File: src/hw/rtl/lifa_pkg.sv
// Shared types and constants of the LIF neuron array update block.
// Used by lifa_cfg, lifa_pipe and lif_neuron_array_update; depends on nothing.
package lifa_pkg;

  // Fixed field widths of the transaction payloads and the register port.
  localparam int unsigned CfgIndexW = 3;
  localparam int unsigned CfgDataW  = 16;
  localparam int unsigned IndexW    = 10;
  localparam int unsigned ValueW    = 16;
  localparam int unsigned SpikeW    = 15;
  localparam int unsigned FracW     = 4;

  // Register indexes of the configuration port.
  typedef enum logic [CfgIndexW-1:0] {
    RegThreshold     = 3'd0,
    RegResetLevel    = 3'd1,
    RegReciprocalTau = 3'd2,
    RegSoftReset     = 3'd3,
    RegDecayInput    = 3'd4,
    RegInputFrac     = 3'd5,
    RegPotentialFrac = 3'd6,
    RegOutputFrac    = 3'd7
  } cfg_reg_e;

  // Operation codes of an input transaction.
  localparam logic OpUpdate = 1'b0;
  localparam logic OpClear  = 1'b1;

  // Register reset values.
  localparam logic signed [ValueW-1:0] ThresholdRst     = 16'sd16384;
  localparam logic signed [ValueW-1:0] ResetLevelRst    = 16'sd0;
  localparam logic signed [ValueW-1:0] ReciprocalTauRst = 16'sd8192;
  localparam logic                     SoftResetRst     = 1'b1;
  localparam logic                     DecayInputRst    = 1'b1;
  localparam logic [FracW-1:0]         FracBitsRst      = 4'd8;

  // Register contents plus the alignment shifts derived from them.
  typedef struct packed {
    logic signed [ValueW-1:0] threshold;
    logic signed [ValueW-1:0] reset_level;
    logic signed [ValueW-1:0] recip_tau;
    logic                     thr_subtract;
    logic                     input_leak;
    logic [FracW-1:0]         input_frac_bits;
    logic [FracW-1:0]         potential_frac_bits;
    logic [FracW-1:0]         output_frac_bits;
    logic [FracW-1:0]         work_frac;
    logic [FracW-1:0]         shift_v;
    logic [FracW-1:0]         shift_x;
  } cfg_t;

  // Pipeline status seen by the input handshake.
  typedef struct packed {
    logic advance;
    logic hazard;
  } pipe_ctrl_t;

endpackage

File: src/hw/rtl/lifa_cfg.sv
// Configuration register file of the LIF neuron array update block.
// Depends on lifa_pkg for the register indexes, reset values and cfg_t.
module lifa_cfg (
  input  logic                               clk_i,
  input  logic                               rst_ni,
  input  logic                               cfg_we_i,
  input  logic [lifa_pkg::CfgIndexW-1:0]     cfg_index_i,
  input  logic [lifa_pkg::CfgDataW-1:0]      cfg_data_i,
  output lifa_pkg::cfg_t                     cfg_o
);

  logic signed [lifa_pkg::ValueW-1:0] threshold_q, reset_level_q, rtau_q;
  logic                               thr_sub_q, in_leak_q;
  logic [lifa_pkg::FracW-1:0]         xf_q, pf_q, of_q;
  logic [lifa_pkg::FracW-1:0]         work_frac;

  // Register writes; every index of the port maps to a register.
  always_ff @(posedge clk_i or negedge rst_ni) begin
    if (!rst_ni) begin
      threshold_q   <= lifa_pkg::ThresholdRst;
      reset_level_q <= lifa_pkg::ResetLevelRst;
      rtau_q        <= lifa_pkg::ReciprocalTauRst;
      thr_sub_q     <= lifa_pkg::SoftResetRst;
      in_leak_q     <= lifa_pkg::DecayInputRst;
      xf_q          <= lifa_pkg::FracBitsRst;
      pf_q          <= lifa_pkg::FracBitsRst;
      of_q          <= lifa_pkg::FracBitsRst;
    end else if (cfg_we_i) begin
      case (lifa_pkg::cfg_reg_e'(cfg_index_i))
        lifa_pkg::RegThreshold:     threshold_q   <= $signed(cfg_data_i);
        lifa_pkg::RegResetLevel:    reset_level_q <= $signed(cfg_data_i);
        lifa_pkg::RegReciprocalTau: rtau_q        <= $signed(cfg_data_i);
        lifa_pkg::RegSoftReset:     thr_sub_q     <= cfg_data_i[0];
        lifa_pkg::RegDecayInput:    in_leak_q     <= cfg_data_i[0];
        lifa_pkg::RegInputFrac:     xf_q          <= cfg_data_i[lifa_pkg::FracW-1:0];
        lifa_pkg::RegPotentialFrac: pf_q          <= cfg_data_i[lifa_pkg::FracW-1:0];
        lifa_pkg::RegOutputFrac:    of_q          <= cfg_data_i[lifa_pkg::FracW-1:0];
        default: ;
      endcase
    end
  end

  // The working format takes the larger of the two fraction widths.
  assign work_frac = (pf_q > xf_q) ? pf_q : xf_q;

  assign cfg_o.threshold           = threshold_q;
  assign cfg_o.reset_level         = reset_level_q;
  assign cfg_o.recip_tau           = rtau_q;
  assign cfg_o.thr_subtract        = thr_sub_q;
  assign cfg_o.input_leak          = in_leak_q;
  assign cfg_o.input_frac_bits     = xf_q;
  assign cfg_o.potential_frac_bits = pf_q;
  assign cfg_o.output_frac_bits    = of_q;
  assign cfg_o.work_frac           = work_frac;
  assign cfg_o.shift_v             = work_frac - pf_q;
  assign cfg_o.shift_x             = work_frac - xf_q;

endmodule

File: config.mk
export PLATFORM = sky130hd
export DESIGN_NAME = lifa_cfg
export DESIGN_NICKNAME = d
export VERILOG_FILES = /design/src/hw/rtl/lifa_pkg.sv /design/src/hw/rtl/lifa_cfg.sv
export SDC_FILE = /design/constraint.sdc
export NUM_CORES = 1
export LEC_CHECK = 0
export BUFFER_PORTS_ARGS = -buffer_cell sky130_fd_sc_hd__buf_2
export CAP_MARGIN = 20
export CORE_MARGIN = 4
export CORE_UTILIZATION = 50
export CTS_CLUSTER_DIAMETER = 50
export CTS_CLUSTER_SIZE = 30
export DETAILED_ROUTE_END_ITERATION = 10
export GPL_TIMING_DRIVEN = 0
export PLACE_DENSITY = 0.82
export SLEW_MARGIN = 25
export SYNTH_ARGS = -nofsm -noshare
export SYNTH_HDL_FRONTEND = slang
export SYNTH_SLANG_ARGS = --single-unit
File: constraint.sdc
create_clock -name clk_i -period 3.6 [get_ports clk_i]
set_clock_uncertainty 0.2 [all_clocks]
set_input_delay 0.72 -clock clk_i [delete_from_list [all_inputs] [get_ports clk_i]]
set_output_delay 0.72 -clock clk_i [all_outputs]
set_load 0.01 [all_outputs]
Yosys cells after proc, flatten, opt, wreduce, memory -nomap -nowiden
Cells that the tools add are included.
{"block": "word_totals", "in_bits": 22, "ff_bits": 62, "word_cells": 28, "output_inout_bits": 74}
{"block": "classes", "order_cmp": 1, "eq_ne": 7, "n_reduce_logical": 9, "addsub": 2, "mux": 1}
{"op": "$reduce_and A2 Y1", "count": 8}
{"op": "$eq A3 B3 Y1 const B", "count": 4}
{"op": "$sub A4 B4 Y4", "count": 2}
{"op": "$eq A3 B2 Y1 const B", "count": 2}
{"op": "$gt A4 B4 Y1", "count": 1}
{"op": "$mux W4", "count": 1}
{"op": "$eq A3 B1 Y1 const B", "count": 1}
{"op": "$logic_not A3 Y1", "count": 1}

Depth between registers and ports, before layout
{"block": "depth", "depth_word": 3, "depth_mapped": 11, "ltp_nobuf": 11}

Worst setup path before layout
OpenSTA, ideal clock, no wires.
{"block": "synth_path", "path_kind": "register -> output", "from": "register xf_q[1] in the netlist's numbering", "to": "output port cfg_o[3] in the netlist's numbering", "n_path_buf": 0, "arrival_ps": 2648, "required_ps": 2680, "setup_slack_ps": 32, "stages_incl_launch_ff": 11, "cell_sequence": "dfrtp_1 inv_1 ha_1 nor2b_1 o211ai_1 a21boi_2 mux2i_1 ha_1 a21o_1 a21oi_1 xor2_1"}
{"element": "start, declared", "line": "lifa_cfg.sv:14", "source": "logic [lifa_pkg::FracW-1:0] xf_q, pf_q, of_q;"}
{"element": "start signal, assigned", "line": "lifa_cfg.sv:25", "source": "xf_q <= lifa_pkg::FracBitsRst;"}
{"element": "start signal, assigned", "line": "lifa_cfg.sv:35", "source": "lifa_pkg::RegInputFrac: xf_q <= cfg_data_i[lifa_pkg::FracW-1:0];"}
{"element": "end, declared", "line": "lifa_cfg.sv:9", "source": "output lifa_pkg::cfg_t cfg_o"}

==> flow_summary.yaml <==
layout:
  drive_gt1_frac: 0.7003
  postLayoutCellArea_sq_mm: 0.003731
  multi_input_area_sq_mm: 0.001219
  final_util: 0.6776
  nFillCells: 425
  area_growth_pct: 32.12
  antennaDiodeCount: 0
  nNetsFinal: 336
  seqCellArea_sq_mm: 0.001564
power_and_ir_drop:
  p_total_mw: 2.668
  cellLeakagePower_nw: 1.806
  power_frac_comb: 0.389
  p_sw_uw: 867.9
  switching_share: 0.3253
  power_frac_seq: 0.358
  p_int_mw: 1.800
  ir_drop_uv: 420.2
  clkPwrFrac: 0.253
  power-per-cell-area_mw_per_mm2: 715.1
route:
  via_per_inst: 5.000
  finalWirelength_mm: 6.140
  drc: 0
  vias: 1895
  wl_per_cell_um: 16.20
  first_pass_iters: 3
  drt_iter0_markers: 67
  antenna_left: 0
setup_path:
  crit_family: "adder cells"
  path_class: "reg -> out"
  cpPeakStageDelay_ns: 0.60
  path_max_fanout: 5
  critical_path_depth: 9
  path_buf_inv: 2
  critPathSlowestCell: "dfstp_2"
  cp.required_ns: 2.68
  cp-end-kind: "primary output"
  cp.arrival_ns: 2.88
  r2r_slack_ns: 2.43
  startpoint_type: "register"
  cp_cell_sequence: "ha_4 -> a21oi_1 -> a21boi_4 -> mux2i_2 -> ha_2 -> buf_6 -> fa_1 -> xnor2_1 -> buf_2"
  r2r_cells: 2
timing:
  report.final.slew_viol_count: 0
  hold_viol: 0
  hold_slack_ns: 0.2710
  period_minus_slack_ns: 3.798
  max_freq_ghz: 0.2633
  fin_ws_ns: -0.1985
  fin_crit_sh: 1.055
  rsz0062_at_grt: "yes"
  slew_headroom: 0.4982
  setup_viol: 6
  tightest_slew_ns: 0.7526
placed_design:
  dp_hpwl_mm: 4.378
  pre_cts_ws_ns: -0.1129
  gp_congestion: 0.7257
  io_buffer_count: 93
  dpl-instance-area_sq_mm: 0.003382
outcome:
  violations: "negative setup slack"
  outcome: "complete, but fails checks"
floorplan:
  initial_core_util: 0.5128
  rows: 27
  die_h_um: 83.15
  io_pins: 96
  fp.coreArea_sq_mm: 0.005507
  die_area_sq_mm: 0.006914
  die_w_um: 83.15
yosys:
  yosysSeqAreaShare: 0.5525
  synth_top_area_share: 0.4874
  yosysUniqueCellTypes: 27
  ys_ff_latch: 62
  synth_area_leaders: "dfrtp_1, mux2_2, dfstp_2, ha_1, inv_1"
  ys.flop_type: "dfrtp_1"
  synth_nets: 224
  synth_cells: 190
  ys_warn_count: 0
  yosys.area.top_type: "dfrtp_1"
  synth_top_cells_by_count: "mux2_2, dfrtp_1, inv_1"
  async_flop_share: 1.000
  synthesis.area_sq_mm: 0.002824
  avgSynthCellArea_sq_um: 14.86
  synth_edf_count: 0
  yosysMostFrequentCell: "mux2_2"
cts:
  ctsHoldBuffers: 0
  cts_made_buffers: 9
  cts_tree: "done"
  clk_pin_slew_ns: 0.07
  insertion_delay_ns: 0.33
  root_buffer: "clkbuf_8"
  max-clock-path-buffers: 2
  htree_levels: 3
  cts.sink_count: 62
grt:
  antenna_found_initial: 0
  grtUsageTotal: 0.1875
  overflow: 0
  grt_max_degree: 63
  grt_pass1_vias: 2045
  grt_pass1_wl_mm: 10.26
worst_hold_path:
  hold_class: "in -> async"
run:
  drv_cap: 0
-- path summary, 6_finish.rpt --
kind | startpoint | end
max reg2reg | pf_q[1]$_DFFE_PN0P_ | pf_q[1]$_DFFE_PN0P_
max | pf_q[3]$_DFFE_PN1P_ | cfg_o[2]
min in group clk_i | rtau_q[1]$_DFFE_PN0P_ | rtau_q[1]$_DFFE_PN0P_
min | rst_ni | threshold_q[7]$_DFFE_PN0P_
max in group asynchronous | rst_ni | pf_q[1]$_DFFE_PN0P_
min reg2reg | rtau_q[1]$_DFFE_PN0P_ | rtau_q[1]$_DFFE_PN0P_
-- per-layer routing --
layer  track usage  wire, um
met1        0.2262      2458
met2        0.3025      3079
met3       0.07440       521
met4       0.07132        80
met5             0         0
-- sequential cells by signal (all words and copies together) (netlist names) --
signal         count
reset_level_q     16
in_leak_q          1
thr_sub_q          1
xf_q               4
rtau_q            16
pf_q               4
threshold_q       16
of_q               4
-- placed cells by master, fill, tap and decap left out, types with 2 or more instances in the layout --
| cell | n |
|---|---|
| nand4_1 | 2 |
| buf_2 | 94 |
| mux2_2 | 64 |
| bufinv_16 | 2 |
| inv_2 | 2 |
| nor2_1 | 2 |
| buf_6 | 2 |
| clkinvlp_4 | 2 |
| dfrtp_2 | 3 |
| nor3b_4 | 2 |
| dfstp_2 | 7 |
| clkinv_2 | 2 |
| mux2i_2 | 3 |
| dfrtp_1 | 52 |
| ha_4 | 2 |
| inv_1 | 10 |
| nand2_1 | 2 |
| ha_1 | 6 |
| a21oi_1 | 2 |
| buf_4 | 11 |
| a21oi_2 | 2 |
| nand4b_1 | 2 |
| xnor2_1 | 3 |
| fa_1 | 2 |
| ha_2 | 2 |
| a21o_1 | 2 |
| xor2_1 | 2 |
| clkbuf_8 | 10 |
-- metrics by stage --
stage,TNS [ns],std cells
after floorplan,0,190
after global placement,-0.03280,355
after detailed placement,-0.2060,355
after CTS,-0.7650,377
after global routing,-1.695,379
final,-0.9235,379
-- final cells by class --
type	count	area share
Buffer	7	0.01576
Clock buffer	10	0.03689
Clock inverter	6	0.02280
Inverter	12	0.01207
Multi-Input combinational cell	109	0.3266
Sequential cell	62	0.4192
Tap cell	72	0.02414
Timing Repair Buffer	101	0.1425
-- cell families after synthesis --
logic type | count (synthesis) | synth area share
DFF | 62 | 0.5525
xor gates and xnor gates | 5 | 0.01551
adders and majority gates | 12 | 0.05849
and+or+nand+nor | 15 | 0.04608
AOI/OAI and AO/OA | 9 | 0.02127
muxes | 68 | 0.2694
buffers and inverters | 19 | 0.03677
-- worst reg2reg max path: stages (launching register included) --
cell,delay (ns)
dfrtp_2,0.43
buf_4,0.17
mux2_2,0.26
-- power by group through the flow --
stage / Combinational (mW) / Sequential [mW] / Clock (mW)
after CTS: 1.02 / 0.952 / 0.689
after floorplan: 0.490 / 1.03 / 0
after global routing: 1.15 / 0.977 / 0.726
after global placement: 0.908 / 0.961 / 0
final: 1.04 / 0.954 / 0.675
after detailed placement: 0.937 / 0.968 / 0
-- repair_timing --
action,CTS,global route
gates resized for setup,10,7
buffers inserted,6,2
endpoints found under the setup margin,6,6
pin swaps,10,10
No activity file was read; power rests on OpenSTA's default activity.
