### config.mk
export PLATFORM = sky130hd
export DESIGN_NAME = lifa_pipe
export DESIGN_NICKNAME = d
export VERILOG_FILES = /design/src/hw/rtl/lifa_pkg.sv /design/src/hw/rtl/lifa_pipe.sv
export SDC_FILE = /design/constraint.sdc
export NUM_CORES = 2
export LEC_CHECK = 0
export BUFFER_PORTS_ARGS = -buffer_cell sky130_fd_sc_hd__buf_4
export CORE_UTILIZATION = 41
export CTS_CLUSTER_SIZE = 28
export DETAILED_ROUTE_END_ITERATION = 16
export GPL_TIMING_DRIVEN = 0
export PLACE_DENSITY_LB_ADDON = 0.1
export RECOVER_POWER = 50
export SLEW_MARGIN = 20
export SYNTH_ARGS = -nofsm -noshare
export SYNTH_HDL_FRONTEND = slang
export SYNTH_SLANG_ARGS = --single-unit
### constraint.sdc
create_clock -name clk_i -period 34.1 [get_ports clk_i]
set_clock_uncertainty 0.05 [all_clocks]
set_input_delay 10.23 -clock clk_i [delete_from_list [all_inputs] [get_ports clk_i]]
set_output_delay 10.23 -clock clk_i [all_outputs]
set_load 0.01 [all_outputs]
### src/hw/rtl/lifa_pkg.sv
// Shared types and constants of the LIF neuron array update block.
// Used by lifa_cfg, lifa_pipe and lif_neuron_array_update; depends on nothing.
package lifa_pkg;

  // Fixed field widths of the transaction payloads and the register port.
  localparam int unsigned CfgIndexW = 3;
  localparam int unsigned CfgDataW  = 16;
  localparam int unsigned IndexW    = 10;
  localparam int unsigned ValueW    = 16;
  localparam int unsigned SpikeW    = 15;
  localparam int unsigned FracW     = 4;

  // Register indexes of the configuration port.
  typedef enum logic [CfgIndexW-1:0] {
    RegThreshold     = 3'd0,
    RegResetLevel    = 3'd1,
    RegReciprocalTau = 3'd2,
    RegSoftReset     = 3'd3,
    RegDecayInput    = 3'd4,
    RegInputFrac     = 3'd5,
    RegPotentialFrac = 3'd6,
    RegOutputFrac    = 3'd7
  } cfg_reg_e;

  // Operation codes of an input transaction.
  localparam logic OpUpdate = 1'b0;
  localparam logic OpClear  = 1'b1;

  // Register reset values.
  localparam logic signed [ValueW-1:0] ThresholdRst     = 16'sd16384;
  localparam logic signed [ValueW-1:0] ResetLevelRst    = 16'sd0;
  localparam logic signed [ValueW-1:0] ReciprocalTauRst = 16'sd8192;
  localparam logic                     SoftResetRst     = 1'b1;
  localparam logic                     DecayInputRst    = 1'b1;
  localparam logic [FracW-1:0]         FracBitsRst      = 4'd8;

  // Register contents plus the alignment shifts derived from them.
  typedef struct packed {
    logic signed [ValueW-1:0] threshold;
    logic signed [ValueW-1:0] reset_level;
    logic signed [ValueW-1:0] recip_tau;
    logic                     thr_subtract;
    logic                     input_leak;
    logic [FracW-1:0]         input_frac_bits;
    logic [FracW-1:0]         potential_frac_bits;
    logic [FracW-1:0]         output_frac_bits;
    logic [FracW-1:0]         work_frac;
    logic [FracW-1:0]         shift_v;
    logic [FracW-1:0]         shift_x;
  } cfg_t;

  // Pipeline status seen by the input handshake.
  typedef struct packed {
    logic advance;
    logic hazard;
  } pipe_ctrl_t;

endpackage

### src/hw/rtl/lifa_pipe.sv
// Update pipeline: aligns, leaks, fires, saturates and writes a potential back.
// Depends on lifa_pkg; the potential RAM and its read port sit in the top level.
module lifa_pipe #(
  parameter int unsigned Neurons   = 1024,
  parameter int unsigned DataWidth = 16,
  localparam int unsigned AddrW = (Neurons > 1) ? $clog2(Neurons) : 1
) (
  input  logic                                 clk_i,
  input  logic                                 rst_ni,
  input  lifa_pkg::cfg_t                       cfg_i,
  input  logic                                 accept_i,
  input  logic                                 in_op_i,
  input  logic [lifa_pkg::IndexW-1:0]          in_index_i,
  input  logic signed [lifa_pkg::ValueW-1:0]   in_value_i,
  input  logic [DataWidth-1:0]                 rd_data_i,
  output logic                                 wr_en_o,
  output logic [AddrW-1:0]                     wr_addr_o,
  output logic [DataWidth-1:0]                 wr_data_o,
  output lifa_pkg::pipe_ctrl_t                 ctrl_o,
  output logic                                 out_valid_o,
  input  logic                                 out_stall_i,
  output logic [lifa_pkg::IndexW-1:0]          out_index_o,
  output logic                                 fired_o,
  output logic [lifa_pkg::SpikeW-1:0]          spike_value_o,
  output logic signed [lifa_pkg::ValueW-1:0]   new_potential_o
);

  // Scaled operands, leak difference, product and working sum widths.
  localparam int unsigned SW  = (DataWidth + 15 > 31) ? DataWidth + 15 : 31;
  localparam int unsigned DDW = SW + 2;
  localparam int unsigned PW  = DDW + lifa_pkg::ValueW;
  localparam int unsigned UW  = PW + 2;
  localparam int unsigned GW  = UW - DataWidth + 1;

  // Saturate a working value to the stored potential range.
  function automatic logic signed [UW-1:0] sat_dw(input logic signed [UW-1:0] val);
    logic signed [UW-1:0] res;
    if (val[UW-1:DataWidth-1] == {GW{val[UW-1]}}) begin
      res = val;
    end else if (val[UW-1]) begin
      res = {{GW{1'b1}}, {(DataWidth-1){1'b0}}};
    end else begin
      res = {{GW{1'b0}}, {(DataWidth-1){1'b1}}};
    end
    return res;
  endfunction

  logic advance;

  // Stage A: waits for the RAM read data.
  logic                              a_vld_q, a_op_q;
  logic [lifa_pkg::IndexW-1:0]       a_idx_q;
  logic signed [lifa_pkg::ValueW-1:0] a_value_q;

  // Stage B: aligned operands and leak difference.
  logic                    b_vld_q, b_op_q;
  logic [lifa_pkg::IndexW-1:0] b_idx_q;
  logic signed [DDW-1:0]   b_diff_q;
  logic signed [SW-1:0]    b_vs_q, b_xs_q, b_ths_q;

  // Stage C: leak product.
  logic                    c_vld_q, c_op_q;
  logic [lifa_pkg::IndexW-1:0] c_idx_q;
  logic signed [PW-1:0]    c_prod_q;
  logic signed [SW-1:0]    c_vs_q, c_xs_q, c_ths_q;

  // Stage D: integrated potential and threshold decision.
  logic                    d_vld_q, d_op_q, d_fire_q;
  logic [lifa_pkg::IndexW-1:0] d_idx_q;
  logic signed [UW-1:0]    d_u_q;
  logic signed [SW-1:0]    d_ths_q;

  // Output register.
  logic                               out_vld_q, out_fire_q;
  logic [lifa_pkg::IndexW-1:0]        out_idx_q;
  logic [lifa_pkg::SpikeW-1:0]        out_spike_q;
  logic signed [lifa_pkg::ValueW-1:0] out_pot_q;

  logic signed [DataWidth-1:0] v;
  logic signed [SW-1:0]        vs_d, xs_d, ths_d, rs_d;
  logic signed [DDW-1:0]       vr_d, diff_d;
  logic signed [PW-1:0]        prod_d, leak_c;
  logic signed [UW-1:0]        u_d, diff_u, sel_u, shifted_u, pre_sat, stored;
  logic                        fire_d;
  logic [lifa_pkg::SpikeW-1:0] spike_d;

  // The whole pipeline moves together whenever the output register can take data.
  assign advance = !out_vld_q || !out_stall_i;

  // An index still in flight has not been written back, so a new read would be stale.
  assign ctrl_o.advance = advance;
  assign ctrl_o.hazard  = (a_vld_q && (a_idx_q == in_index_i)) ||
                          (b_vld_q && (b_idx_q == in_index_i)) ||
                          (c_vld_q && (c_idx_q == in_index_i)) ||
                          (d_vld_q && (d_idx_q == in_index_i));

  // Stage A logic: align potential, input, threshold and reference level, and form the leak difference.
  always_comb begin
    v      = $signed(rd_data_i);
    vs_d   = SW'(v) <<< cfg_i.shift_v;
    xs_d   = SW'(a_value_q) <<< cfg_i.shift_x;
    ths_d  = SW'(cfg_i.threshold) <<< cfg_i.shift_v;
    rs_d   = cfg_i.thr_subtract ? '0 : (SW'(cfg_i.reset_level) <<< cfg_i.shift_v);
    vr_d   = DDW'(vs_d) - DDW'(rs_d);
    diff_d = cfg_i.input_leak ? (DDW'(xs_d) - vr_d) : vr_d;
  end

  // Stage B logic: scale the leak difference by the reciprocal time constant.
  assign prod_d = $signed(b_diff_q) * $signed(cfg_i.recip_tau);

  // Stage C logic: floor shift to the working format, integrate and test.
  always_comb begin
    leak_c = c_prod_q >>> cfg_i.work_frac;
    if (cfg_i.input_leak) begin
      u_d = UW'(c_vs_q) + UW'(leak_c);
    end else begin
      u_d = UW'(c_vs_q) - UW'(leak_c) + UW'(c_xs_q);
    end
    fire_d = (c_op_q == lifa_pkg::OpUpdate) && (u_d >= UW'(c_ths_q));
  end

  // Stage D logic: zero on a clear, reset on a spike, return to potential format, saturate and form the spike value.
  always_comb begin
    diff_u    = d_u_q - UW'(d_ths_q);
    sel_u     = d_fire_q ? diff_u : d_u_q;
    shifted_u = sel_u >>> cfg_i.shift_v;
    if (d_op_q == lifa_pkg::OpClear) begin
      pre_sat = '0;
    end else if (d_fire_q && !cfg_i.thr_subtract) begin
      pre_sat = UW'(cfg_i.reset_level);
    end else begin
      pre_sat = shifted_u;
    end
    stored = sat_dw(pre_sat);
    if (!d_fire_q) begin
      spike_d = '0;
    end else if (&cfg_i.output_frac_bits) begin
      spike_d = '1;
    end else begin
      spike_d = lifa_pkg::SpikeW'(1) << cfg_i.output_frac_bits;
    end
  end

  // Write-back happens as the item moves into the output register.
  assign wr_en_o   = advance && d_vld_q;
  assign wr_addr_o = AddrW'(d_idx_q);
  assign wr_data_o = stored[DataWidth-1:0];

  // Stage valid flags.
  always_ff @(posedge clk_i or negedge rst_ni) begin
    if (!rst_ni) begin
      a_vld_q   <= 1'b0;
      b_vld_q   <= 1'b0;
      c_vld_q   <= 1'b0;
      d_vld_q   <= 1'b0;
      out_vld_q <= 1'b0;
    end else if (advance) begin
      a_vld_q   <= accept_i;
      b_vld_q   <= a_vld_q;
      c_vld_q   <= b_vld_q;
      d_vld_q   <= c_vld_q;
      out_vld_q <= d_vld_q;
    end
  end

  // Stage payloads.
  always_ff @(posedge clk_i) begin
    if (advance) begin
      a_op_q      <= in_op_i;
      a_idx_q     <= in_index_i;
      a_value_q   <= in_value_i;
      b_op_q      <= a_op_q;
      b_idx_q     <= a_idx_q;
      b_diff_q    <= diff_d;
      b_vs_q      <= vs_d;
      b_xs_q      <= xs_d;
      b_ths_q     <= ths_d;
      c_op_q      <= b_op_q;
      c_idx_q     <= b_idx_q;
      c_prod_q    <= prod_d;
      c_vs_q      <= b_vs_q;
      c_xs_q      <= b_xs_q;
      c_ths_q     <= b_ths_q;
      d_op_q      <= c_op_q;
      d_idx_q     <= c_idx_q;
      d_u_q       <= u_d;
      d_fire_q    <= fire_d;
      d_ths_q     <= c_ths_q;
      out_idx_q   <= d_idx_q;
      out_fire_q  <= d_fire_q;
      out_spike_q <= spike_d;
      out_pot_q   <= stored[lifa_pkg::ValueW-1:0];
    end
  end

  assign out_valid_o     = out_vld_q;
  assign out_index_o     = out_idx_q;
  assign fired_o         = out_fire_q;
  assign spike_value_o   = out_spike_q;
  assign new_potential_o = out_pot_q;

endmodule

**Yosys cells after proc, flatten, opt, wreduce, memory -nomap -nowiden**

Index checks and enable logic that the tools add are counted.

- Mux-type cells: 9
- Divide/modulo/power cells: 0
- Reduce and logical (&&, ||, !) cells: 15
- Shift-type cells: 7
- Bitwise gates (word level): 1
- Order comparisons: 1
- Eq/ne operators: 5
- $add $sub $neg: 6
- $mul: 1

Operator list:

| kind | count |
|---|---|
| two-way mux 51 bit | 4 |
| <<< shifter 16 x 4 -> 31 bit | 3 |
| adder 50 x 31 -> 51 bit | 1 |
| greater-or-equal comparator 51 x 31 -> 1 bit | 1 |
| >>> shifter 51 x 4 -> 51 bit | 1 |
| subtractor 51 x 31 -> 51 bit | 1 |
| adder 31 x 49 -> 50 bit | 1 |
| subtractor 31 x 49 -> 50 bit | 1 |
| multiplier 33 x 16 -> 49 bit | 1 |
| >>> shifter 49 x 4 -> 49 bit | 1 |
| equality test 10 bit | 4 |
| equality test 35 bit | 1 |
| two-way mux 33 bit | 1 |
| subtractor 31 x 32 -> 33 bit | 1 |
| two-way mux 16 bit | 2 |
| subtractor 31 x 31 -> 32 bit | 1 |
| two-way mux 31 bit | 1 |
| <<< shifter 31 x 4 -> 31 bit | 1 |
| two-way mux 15 bit | 1 |
| left shift 1 x 4 -> 15 bit, first input constant | 1 |
| logical AND 1 bit | 7 |
| logical OR 1 bit | 4 |
| AND reduction 4 bit | 1 |
| logical NOT 1 bit | 3 |
| NOT 1 bit | 1 |

- Logic and storage cells: 74
- Register bits: 458
- Memories kept: 0
- Bits in read-only memories: 0
- Memory bits (writable): 0
- Output and inout bits: 72
- Input port bits: 121
- Bits in latches: 0

**Depth between registers and ports, before layout**

- Word-level depth: 7
- Depth in mapped cells: 37
- Depth with buffers taken out: 34

**Worst setup path after synthesis**

Ideal clock, no wire load.

- Kind: input to output
- Start: in out_stall_i
- End: out ctrl_o[1] (netlist bit)
- Arrival: 20.901 ns
- Slack: 2.919 ns
- Cell stages on the path: 2
- Required time: 23.820 ns
- Buffers on the path: 1
- Cell sequence: nand2_1 buf_4

RTL lines:

| what | RTL line | RTL |
|---|---|---|
| start, declared | lifa_pipe.sv:21 | `input logic out_stall_i,` |
| end, declared | lifa_pipe.sv:19 | `output lifa_pkg::pipe_ctrl_t ctrl_o,` |

**Worst setup path in the final report**

- Start: in cfg_i[5] (netlist bit)
- End: out wr_data_o[2]

- Cells in the longest elaborated chain, start to end: 5
- Elaborated cells between the ends (all ways): 6
- Classes of those cells: eq/ne: 1; shift: 1; mux: 4

Ends and longest elaborated chain:

| what | RTL line | RTL |
|---|---|---|
| start, declared | lifa_pipe.sv:10 | `input lifa_pkg::cfg_t cfg_i,` |
| >>> shifter 51 x 4 -> 51 bit (*) | lifa_pipe.sv:126 | `shifted_u = sel_u >>> cfg_i.shift_v;` |
| two-way mux 51 bit (*) | lifa_pipe.sv:129 | `end else if (d_fire_q && !cfg_i.thr_subtract) begin` |
| two-way mux 51 bit (*) | lifa_pipe.sv:127 | `if (d_op_q == lifa_pkg::OpClear) begin` |
| equality test 35 bit or two-way mux 16 bit (tied branches) | lifa_pipe.sv:38, lifa_pipe.sv:40 |  |
| two-way mux 16 bit (*) | lifa_pipe.sv:38 | `if (val[UW-1:DataWidth-1] == {GW{val[UW-1]}}) begin` |
| end, declared | lifa_pipe.sv:18 | `output logic [DataWidth-1:0] wr_data_o,` |

Mark *: on every way between the ends. The rest lies on a longest branch, timed or not.

==> run summary <==
Clock Root Buffer = clkbuf_16
I/O pin cnt = 193
Maximum fanout along the worst path = 10
Vias = 46,300
Worst path top cell family by delay = buffers and inverters
Crit-path max cell delay = 0.70 ns
Layout cell share with drive strength beyond 1 = 6.26%
Antenna violations before repair = 8
Gpl congestion = 0.990
Hold_buf cts = 0
Worst hold path type = flop to flop
IO buf count = 177
Antenna Nets Post-Route = 0
Clk slew on worst S/H paths = 0.08 ns
Cell repeated most along the worst path = clkbuf_1
CP required = 23.82 ns
Netlist cell types = 91
Register bit total from synthesis = 458
FP Rows = 136
Least-Margin Pin Slew = 2.99 ns
Maxcap violations = 6
Pin count of the biggest net entering global routing = 60
CTS sink cnt = 458
Post-Synth XOR/XNOR Area = 3.78%
Synth Area in Compound Gates = 14.2%
Number of setup buffers added after CTS = 0
Die Ht = 374 microns
Num CTS Buffers = 50
Gate Count Post-Synth = 6,175
Final min period = 26.08 ns
Crit-path slowest cell = clkbuf_1
Most common cell after layout, fill and taps aside = inv_1
Tot GR Track Use = 28.1%
Routed Wire Length = 199,000 microns
Syn avg cell area = 9.20 sq um
Endpoints failing setup = 0
Worst skew pair latency = 0.65 ns
CTS tree = done
Most frequent cells in the layout = inv_1 (831), nand2_1 (685), fa_1 (553)
Outcome = finished, violations left
Headroom to the max-slew limit = -99.3%
Critical-path cell list = buf_4, clkbuf_1, buf_1, clkbuf_1, buf_1, buf_1, clkbuf_1, clkbuf_1, nor2_1, a211oi_1, nor3_1, a211oi_1, a21oi_1, o21ai_0, buf_4
Overflow after GRT = 0
Syn nets = 7,277
Mux share of post-synthesis cell area = 6.23%
Synthesis-to-finish area growth = 8.96%
Post-synth EDFFs = 453
DRC viols = 0
Final hold vios = 0
Largest family of logic cells by synthesized area = adder cells
NumNets Final = 7,517
Failing checks = capacitance limit, slew limit
Async SR Flop Fraction = 1.09%
FF-to-FF setup slack = 25.15 ns
Worst path bufs/invs = 9
Post-DR wirelength/cell = 24.2 microns
Critical path capture point type = primary output
Fmax achieved = 38.3 MHz
Fin crit share = 76.5%
Post-synthesis sequential area ratio = 24.2%
Die X = 374 microns
Post_cts resized = 0
Iteration-0 DRC Markers = 3,799
Clock Path Buffers = 3
Worst EP arrival = 15.80 ns
Initial cell density of the core = 41.3%
H-tree levels = 2
HPWL Detailed = 168,000 microns
Die area = 0.140 sq mm
Synth Flop Type = edfxtp_1
Worst Setup Start Kind = input port
Vias in the first global route = 47,500
Simple-Gate Fraction of Synth Area = 15.3%
FILL cells = 13,700
Fin. max-slew vios = 298
Drt pass-1 iters = 6
Adder-cell share of the synthesized area = 28.9%
Synth warnings = 0
Mapped Area = 0.0568 sq mm
Final core utilization = 45.0%
First-pass GRT wire length = 296,000 microns
Core area = 0.137 sq mm
Vias per inst = 5.61
RSZ-0062 raised after global routing = no
Critical path type = input port to primary output
-- per-layer routing --
layer	global-route usage [%]	part of all wire, %	wire length, microns	up-vias
met4	13.9	5.7	11300	8
met5	0	0.027	54	-
met3	3.02	5.2	10400	398
met2	48.1	48	95100	1505
met1	35.3	41	82600	22900
li1	-	-	-	21600
-- through the flow --
step           std cells  setup TNS [ns]  worst slack (ns)  hold slack (ns)  instance area [sq um]
2_1_floorplan       6175               0              2.92            0.350                  56800
6_report            8253               0              8.02            0.343                  61900
4_1_cts             8251               0              8.04            0.346                  62200
3_3_place_gp        8146           -3.11             -1.65            0.351                  60400
3_5_place_dp        8157               0              8.09            0.355                  60600
5_1_grt             8251               0              7.74            0.358                  61900
-- kinds of logic after synthesis --
kind of cell | Yosys count
and+or+nand+nor | 1828
AOI/OAI and AO/OA | 1264
buffers and inverters | 1114
adders and majority gates | 981
DFF | 458
muxes | 285
xor gates and xnor gates | 245
-- sequential cells by signal, summed over array words and instances, names as in the netlist, 10 cells and up --
| signal | count |
|---|---|
| b_idx_q | 10 |
| wr_addr_o | 10 |
| a_idx_q | 10 |
| new_potential_o | 16 |
| out_index_o | 10 |
| c_ths_q | 31 |
| c_xs_q | 31 |
| d_u_q | 51 |
| d_ths_q | 31 |
| c_idx_q | 10 |
| b_diff_q | 33 |
| b_vs_q | 31 |
| b_ths_q | 31 |
| b_xs_q | 31 |
| a_value_q | 16 |
| c_prod_q | 49 |
| c_vs_q | 31 |
| spike_value_o | 15 |
-- worst register-to-register path: cells and delay by family (launching register included) --
kind | cells | cell delay, ns
AOI/OAI and AO/OA | 18 | 4.79
xor gates and xnor gates | 1 | 0.15
adders and majority gates | 3 | 1.25
buffers and inverters | 2 | 0.28
DFF | 1 | 0.44
muxes | 1 | 0.29
and+or+nand+nor | 6 | 1.55
-- cell usage after synthesis, drive strengths merged, types with 68 or more instances --
cell type | count | area, sq um
nor3 | 85 | 425
ha | 428 | 5360
nand2b | 89 | 557
clkbuf | 214 | 803
fa | 553 | 11100
xnor2 | 171 | 1500
nand2 | 686 | 2580
a21oi | 389 | 1950
xor2 | 74 | 648
and2 | 208 | 1300
mux2 | 68 | 766
nor2 | 366 | 1370
o21ai | 286 | 1440
mux2i | 169 | 1690
inv | 837 | 3140
nand3 | 92 | 460
edfxtp | 453 | 13600
a211oi | 78 | 586
a21o | 96 | 721
-- layout make-up --
cell class,instances,area [sq um],share of cell area (%)
timing repair buffer,188,1240,2.00
multi-input combinational,4603,38900,62.8
clock buffer,60,1310,2.12
sequential,458,13700,22.2
buffer,273,1040,1.69
antenna,2,5.00,0.00809
inverter,841,3160,5.10
clock inverter,34,280,0.453
tap,1794,2240,3.63
-- path summary, 6_finish.rpt --
| kind | startpoint | endpoint | cells after the start |
|---|---|---|---|
| max in group asynchronous | rst_ni | b_vld_q | 1 |
| worst min-delay path | b_vs_q[17] | c_vs_q[17] | 0 |
| min in group asynchronous | rst_ni | c_vld_q | 1 |
| worst max register to register | c_prod_q[14] | d_fire_q | 31 |
| worst min register to register | b_vs_q[17] | c_vs_q[17] | 0 |
| worst max-delay path | cfg_i[5] | wr_data_o[2] | 15 |
Power is left out: the tool's default activity adds up to more than one toggle a clock period on the data nets, which glitch-free logic cannot reach.
